**src/rtl/cstt_ram.sv**
```systemverilog
// Single-port synchronous RAM, registered read.
`default_nettype none
module cstt_ram #(
    parameter int DEPTH = 64,
    parameter int WIDTH = 16
) (
    input  wire logic                     i_clk,
    input  wire logic                     i_we,
    input  wire logic [$clog2(DEPTH)-1:0] i_addr,
    input  wire logic [WIDTH-1:0]         i_wdata,
    output logic      [WIDTH-1:0]         o_rdata
);
    logic [WIDTH-1:0] r_mem [DEPTH];

    always_ff @(posedge i_clk) begin
        if (i_we) begin
            r_mem[i_addr] <= i_wdata;
        end
        o_rdata <= r_mem[i_addr];
    end
endmodule
`default_nettype wire

```
**config.mk**
```make
export PLATFORM = sky130hd
export DESIGN_NAME = cstt_ram
export DESIGN_NICKNAME = d
export VERILOG_FILES = /design/src/rtl/cstt_ram.sv
export SDC_FILE = /design/constraint.sdc
export NUM_CORES = 1
export LEC_CHECK = 0
export BUFFER_PORTS_ARGS = -buffer_cell sky130_fd_sc_hd__buf_2
export CAP_MARGIN = 20
export CORE_UTILIZATION = 51
export CTS_BUF_LIST = sky130_fd_sc_hd__clkbuf_2
export DETAILED_ROUTE_END_ITERATION = 16
export PLACE_DENSITY = 0.66
export SYNTH_ARGS = -nofsm -noshare
export SYNTH_HDL_FRONTEND = slang
export SYNTH_SLANG_ARGS = --single-unit
export TNS_END_PERCENT = 1
```
**constraint.sdc**
```tcl
create_clock -name i_clk -period 2.3 [get_ports i_clk]
set_input_delay 0.115 -clock i_clk [delete_from_list [all_inputs] [get_ports i_clk]]
set_output_delay 0.115 -clock i_clk [all_outputs]
set_load 0.05 [all_outputs]
```
==> results of run 1 <==
## synth_stat cells, drive strengths merged, types with 23 or more instances
library cell and count:
nor2 160, a31oi 23, mux2i 154, edfxtp 1024, a221oi 107, o21ai 33, nand2 41, buf 100
a21oi 74, o22ai 58, a22oi 196, clkbuf 62, o22a 27
## state kept, by name, indices dropped and copies added, names as in the netlist
register  count
o_rdata      16
r_mem      1024
## logic make-up (layout without fill, tap and decap cells)
family	Yosys count	in the layout	synth area share [%]
AO/OA/AOI/OAI	617	617	11.5
flip-flops	1040	1040	78.7
AND/OR/NAND/NOR	265	265	2.93
buffers and inverters	164	843	2.08
multiplexers	178	178	4.76
other	0	2	0
## power breakdown
group          leakage [nW]  total [mW]  switching [mW]  internal (mW)
Clock                  1.66        11.6            7.12           4.46
Sequential             9.35        21.1          0.0962           21.0
Combinational          4.93        2.80            1.76           1.04
## placed cells by master, fill, tap and decap left out, types with 14 or more instances in the layout
| cell | n |
|---|---|
| edfxtp_1 | 1024 |
| clkbuf_2 | 359 |
| buf_4 | 225 |
| a22oi_1 | 196 |
| nor2_1 | 156 |
| mux2i_1 | 154 |
| a221oi_1 | 105 |
| buf_12 | 98 |
| a21oi_1 | 74 |
| o22ai_1 | 58 |
| dlygate4sd3_1 | 56 |
| clkinv_1 | 42 |
| nand2_1 | 40 |
| o21ai_0 | 29 |
| o22a_1 | 27 |
| a31oi_1 | 23 |
| a22o_1 | 21 |
| a211oi_1 | 20 |
| buf_2 | 20 |
| mux2_2 | 17 |
| o221ai_1 | 14 |
## layout make-up
cell class                      instances  area [sq um]  area share [%]
Sequential cell                      1040         31100            66.5
Multi-Input combinational cell       1060          7650            16.4
Timing Repair Buffer                  418          4560            9.75
Clock buffer                          359          1800            3.84
Tap cell                             1030          1290            2.75
Clock inverter                         64           367           0.784
Inverter                                2          7.51          0.0160
Antenna cell                            2          5.00          0.0107
## layer usage
layer	track usage (%)	vias to the layer above	share of wire, %
met1	39.4	12391	40
met4	11.3	2	2.9
met2	43.9	1447	47
met5	0	-	0.012
met3	6.15	190	9.5
li1	-	10512	-
## worst min-delay path, cell delays in order
cell,delay (ns)
dlygate4sd3_1,0.56
buf_8,0.18
buf_12,0.20
o221ai_1,0.08
o21ai_0,0.09
o311ai_0,0.16
or4_1,0.12
## repair_timing
action / 4_1_cts / 5_1_grt
hold buffers: 64 / 0
endpoints found under the hold margin: 2064 / 0
setup buffers: 0 / 4
pin swaps: 0 / 2
setup endpoints to repair: 16 / 24
gates resized for setup: 62 / 1
## worst max path at each step
stage | from | to | slack [ns] | cells past startpoint
after floorplan | i_addr[0] | r_mem[13][0] | -0.18 | 8
after global placement | i_addr[0] | o_rdata[3] | -0.15 | 10
after detailed placement | i_addr[0] | o_rdata[3] | -0.23 | 10
after CTS | o_rdata[15] | o_rdata[15] | -0.02 | 1
after global routing | r_mem[33][14] | o_rdata[14] | -0.002 | 6
final | i_addr[5] | o_rdata[3] | -0.03 | 11
## per-stage QoR
| stage | utilization [%] | TNS, ns |
|---|---|---|
| 2_1_floorplan | - | -143.25 |
| 3_3_place_gp | 57.3 | -0.535 |
| 3_5_place_dp | 57.3 | -1.06 |
| 4_1_cts | 61.2 | -0.0844 |
| 5_1_grt | 61.3 | -0.00175 |
| 6_report | 61.3 | -0.0547 |
==> results.sh, run 1 <==
export IMPL_status="complete, but fails checks"
export IMPL_violations="setup timing"
export IMPL_rr_endpoint="o_rdata[14]"
export IMPL_holdPathEnd="o_rdata[15]"
export IMPL_fin_skew_ns=0.136
export IMPL_slew_violations=0
export IMPL_path_max_fanout=17
export IMPL_detailed_place_hpwl_mm=70.2
export IMPL_hold_violations=0
export IMPL_timing_hold_ws_ns=0.0893
export IMPL_relSlewSlack_pct=35.0
export IMPL_coreArea_sq_um=76300
export IMPL_preCtsSetupSlack_ns=-0.230
export IMPL_powerDensity_nw_per_um2=757
export IMPL_area_delta_synth_final_pct=18.5
export IMPL_io_buffers=39
export IMPL_synthesis_nets=2288
export IMPL_reg2regPathDepth=6
export IMPL_wl_mm=111
export IMPL_worst_slack_ns=-0.0298
export IMPL_stdcell_area_sq_um=46800
export IMPL_cts_tree="done"
export IMPL_crit_buf_inv=7
export IMPL_vias_per_cell=6.17
export IMPL_nets=2786
export IMPL_synth_top_area_share_pct=77.9
export IMPL_maxCapViolCount=0
export IMPL_antenna_left=0
export IMPL_tightestPinTransition_ns=0.971
export IMPL_vias=24542
export IMPL_root_buffer="clkbuf_2"
export IMPL_grt_util_all_layers_pct=28.4
export IMPL_grt_overflow=0
export IMPL_clock_latency_ns=1.48
export IMPL_firstDrtPassIters=6
export IMPL_cts_htree_levels=4
export IMPL_drc=0
export IMPL_place_gp_congestion=0.946
export IMPL_worst_path_max_delay_cell="dlygate4sd3_1"
export IMPL_hold_start="i_addr[2]"
export IMPL_clkSinkCount=1040
export IMPL_drive_gt1_share_pct=27.1
export IMPL_synth_top_cells_by_area="edfxtp_1, mux2i_1, a22oi_1"
export IMPL_cp_slowest_stage_delay_ns=0.80
export IMPL_ir_drop_v=0.000406
export IMPL_fin_crit_sh_pct=101
export IMPL_die_y_microns=280
export IMPL_ys_seq_elements=1040
export IMPL_critPathTopFamily="buffers and inverters"
export IMPL_grt_pass1_vias=24311
export IMPL_worstSetupEndpointType="register"
export IMPL_yosys_area_top_type="edfxtp_1"
export IMPL_die_w_microns=280
export IMPL_cts_buffers=240
export IMPL_hold_depth=7
export IMPL_rrSetupSlack_ns=0.08
export IMPL_rows=101
export IMPL_clk_pin_slew_ns=0.11
export IMPL_r2r_start="r_mem[33][14]"
export IMPL_crit_top_cell="dlygate4sd3_1"
export IMPL_drtIter0Drc=3035
export IMPL_ys_warn_count=0
export IMPL_worstSetupStartpointType="input pin"
export IMPL_crit_arrival_ns=3.76
export IMPL_place_area_sq_um=43700
export IMPL_grt_max_degree=65
export IMPL_grt_pass1_wl_mm=160
export IMPL_synth_edff_count=1024
export IMPL_setup_viol=2
export IMPL_crit_required_ns=3.73
export IMPL_final_cells=3975
export IMPL_fp_dieArea_sq_um=78500
export IMPL_finalCriticalPeriod_ns=2.33
export IMPL_ys_flop_type="edfxtp_1"
export IMPL_path_class="in2reg"
export IMPL_synth_cell_area_sq_um=39500
export IMPL_synthArstFlopShare_pct=0
export IMPL_path_cells="dlygate4sd3_1 -> buf_2 -> dlygate4sd3_1 -> or3_1 -> dlygate4sd3_1 -> buf_12 -> o22ai_1 -> nor3_1 -> buf_4 -> nand4_1 -> buf_4"
export IMPL_total_power_mw=35.4
export IMPL_min_path_type="in2reg"
export IMPL_wl_per_cell_microns=27.9
export IMPL_synth_seq_area_share_pct=78.7
export IMPL_p_leak_nw=15.9
export IMPL_start_util_pct=51.7
export IMPL_dp_cells=3483
export IMPL_synthDistinctLibCells=55
export IMPL_antenna_found_initial=4
export IMPL_fmax_mhz=429
export IMPL_fillers=5680
export IMPL_avgSynthCellArea_sq_um=17.4
export IMPL_synth_cells=2264
export IMPL_clk_path_buf_depth=3
export IMPL_ios=40
(Power assumes the default switching activity.)
==> run 2: changes to the inputs <==
--- a/config.mk
+++ b/config.mk
@@ -10,6 +10,7 @@
 export CORE_UTILIZATION = 51
 export CTS_BUF_LIST = sky130_fd_sc_hd__clkbuf_2
 export DETAILED_ROUTE_END_ITERATION = 16
+export MAX_ROUTING_LAYER = met4
 export PLACE_DENSITY = 0.66
 export SYNTH_ARGS = -nofsm -noshare
 export SYNTH_HDL_FRONTEND = slang
==> run 2 against run 1 <==
  * The run still ends with setup timing left
  * Highest routed layer is now met4
  * Wire length is 1.3% higher
  * Largest cell class unchanged
  * Sequential share of layout area barely moved
  * Maximum frequency is 2.8% lower
  * Via count grew 0.41%
  * Clock power is essentially flat
  * Combinational power barely moved
  * Clock skew is 0.0091 ns higher
==> results.sh, run 2 (synthesis results as in run 1) <==
export IMPL_status="complete, but fails checks"
export IMPL_violations="setup timing"
export IMPL_die_w_microns=280
export IMPL_wl_mm=112
export IMPL_crit_required_ns=3.52
export IMPL_top_regs="r_mem: 1024 flops, o_rdata: 16 flops"
export IMPL_fmax_mhz=417
export IMPL_grt_pass1_wl_mm=161
export IMPL_setup_viol=3
export IMPL_root_buffer="clkbuf_2"
export IMPL_rsz0062_at_grt="no"
export IMPL_cts_setup_buffers=0
export IMPL_clk_path_buf_depth=4
export IMPL_clk_pin_slew_ns=0.09
export IMPL_rrSetupSlack_ns=0.09
export IMPL_fillers=5692
export IMPL_cts_buffers=275
export IMPL_vias_per_cell=6.17
export IMPL_min_path_type="in2reg"
export IMPL_area_delta_synth_final_pct=18.4
export IMPL_powerDensity_nw_per_um2=763
export IMPL_multi_input_area_sq_um=7650
export IMPL_ios=40
export IMPL_drive_gt1_share_pct=27.2
export IMPL_path_class="in2reg"
export IMPL_antenna_found_initial=4
export IMPL_firstDrtPassIters=8
export IMPL_dp_cells=3485
export IMPL_rows=101
export IMPL_ir_drop_v=0.000359
export IMPL_io_buffers=39
export IMPL_worst_slack_ns=-0.0979
export IMPL_final_cells=3996
export IMPL_fin_crit_sh_pct=104
export IMPL_worstSetupStartpointType="input pin"
export IMPL_clock_latency_ns=1.45
export IMPL_path_max_fanout=18
export IMPL_grt_overflow=0
export IMPL_slew_violations=0
export IMPL_coreArea_sq_um=76300
export IMPL_wl_per_cell_microns=28.1
export IMPL_final_common_cell="edfxtp_1"
export IMPL_cts_htree_levels=5
export IMPL_detailed_place_hpwl_mm=71.1
export IMPL_fin_setup_tns_ns=-0.140
export IMPL_final_cell_mix="edfxtp_1, clkbuf_2, buf_4"
export IMPL_start_util_pct=51.7
export IMPL_regMostFlops="r_mem"
export IMPL_place_area_sq_um=43800
export IMPL_stdcell_area_sq_um=46700
export IMPL_hold_violations=0
export IMPL_clkSinkCount=1040
export IMPL_cts_tree="done"
export IMPL_drc=0
export IMPL_grt_max_degree=65
export IMPL_finalCriticalPeriod_ns=2.40
export IMPL_place_gp_congestion=0.964
export IMPL_relSlewSlack_pct=28.0
export IMPL_total_power_mw=35.6
export IMPL_antenna_left=0
export IMPL_fin_skew_ns=0.145
export IMPL_maxCapViolCount=0
export IMPL_die_y_microns=280
export IMPL_grt_util_all_layers_pct=29.6
export IMPL_fp_dieArea_sq_um=78500
export IMPL_crit_arrival_ns=3.61
export IMPL_tightestPinTransition_ns=1.08
export IMPL_p_leak_nw=16.0
export IMPL_drtIter0Drc=3336
export IMPL_vias=24643
export IMPL_largest_reg_flops=1024
export IMPL_grt_pass1_vias=24340
export IMPL_nets=2814
export IMPL_worstSetupEndpointType="register"
export IMPL_seq_area_sq_um=31100
-- run 2: cell count changes in the layout (fill, tap and decap cells not counted), sizes merged --
cell,previous run,this run
diode,2,3
clkinv,52,55
inv,10,7
clkinvlp,2,0
dlygate4sd3,56,49
clkbuf,359,388
-- run 2: worst paths after layout --
path | startpoint | to | cells after the start
worst max-delay path | i_addr[1] | o_rdata[14] | 10
worst min-delay path | i_addr[1] | o_rdata[0] | 7
worst max register to register | r_mem[17][14] | o_rdata[14] | 5
worst min register to register | r_mem[58][6] | o_rdata[6] | 3
-- run 2: stage by stage --
stage          setup slack [ns]  hold slack, ns  util [%]
2_1_floorplan            -0.180           0.214         -
3_3_place_gp            -0.0856           0.595      57.3
3_5_place_dp            -0.0915           0.598      57.3
4_1_cts                 0.00122         0.00422      61.1
5_1_grt                 0.00591           0.143      61.2
6_report                -0.0979           0.169      61.2
-- run 2: area by class of cell --
type,count,share of cell area [%]
multi-input combinational,1060,16.4
tap,1030,2.76
clock buffer,388,4.16
clock inverter,62,0.624
timing repair buffer,411,9.57
inverter,2,0.0161
antenna,3,0.0161
sequential,1040,66.5
-- run 2: routing by layer --
layer | routed length (microns) | part of all wire [%] | track usage (%)
met1 | 45900 | 41 | 40.3
met5 | 0 | 0 | -
met3 | 10900 | 9.7 | 6.41
met4 | 3290 | 2.9 | 11.2
met2 | 52200 | 47 | 43.8
-- run 2: report_power, final --
group          switching [mW]  leakage [nW]  total (mW)  internal [mW]
logic                    1.78          4.89        2.77          0.994
clock network            7.12          1.76        11.8           4.70
registers              0.0910          9.35        21.0           21.0
total                    8.99          16.0        35.6           26.6
-- run 2: timing repair --
| action | in CTS | in global routing |
|---|---|---|
| endpoints found under the hold margin | 2064 | 0 |
| hold buffers | 56 | 0 |
| gates resized for setup | 20 | 2 |
| endpoints found under the setup margin | 15 | 2 |
| gates cloned | 0 | 0 |
-- run 2: worst max-delay path, cell delays in order --
cell and delay (ns):
dlygate4sd3_1 0.55, buf_6 0.16, buf_4 0.18, nor2b_4 0.28, dlygate4sd3_1 0.89, buf_4 0.37, a22oi_1 0.12, nand3_1 0.19
o211ai_1 0.19, or4b_1 0.56
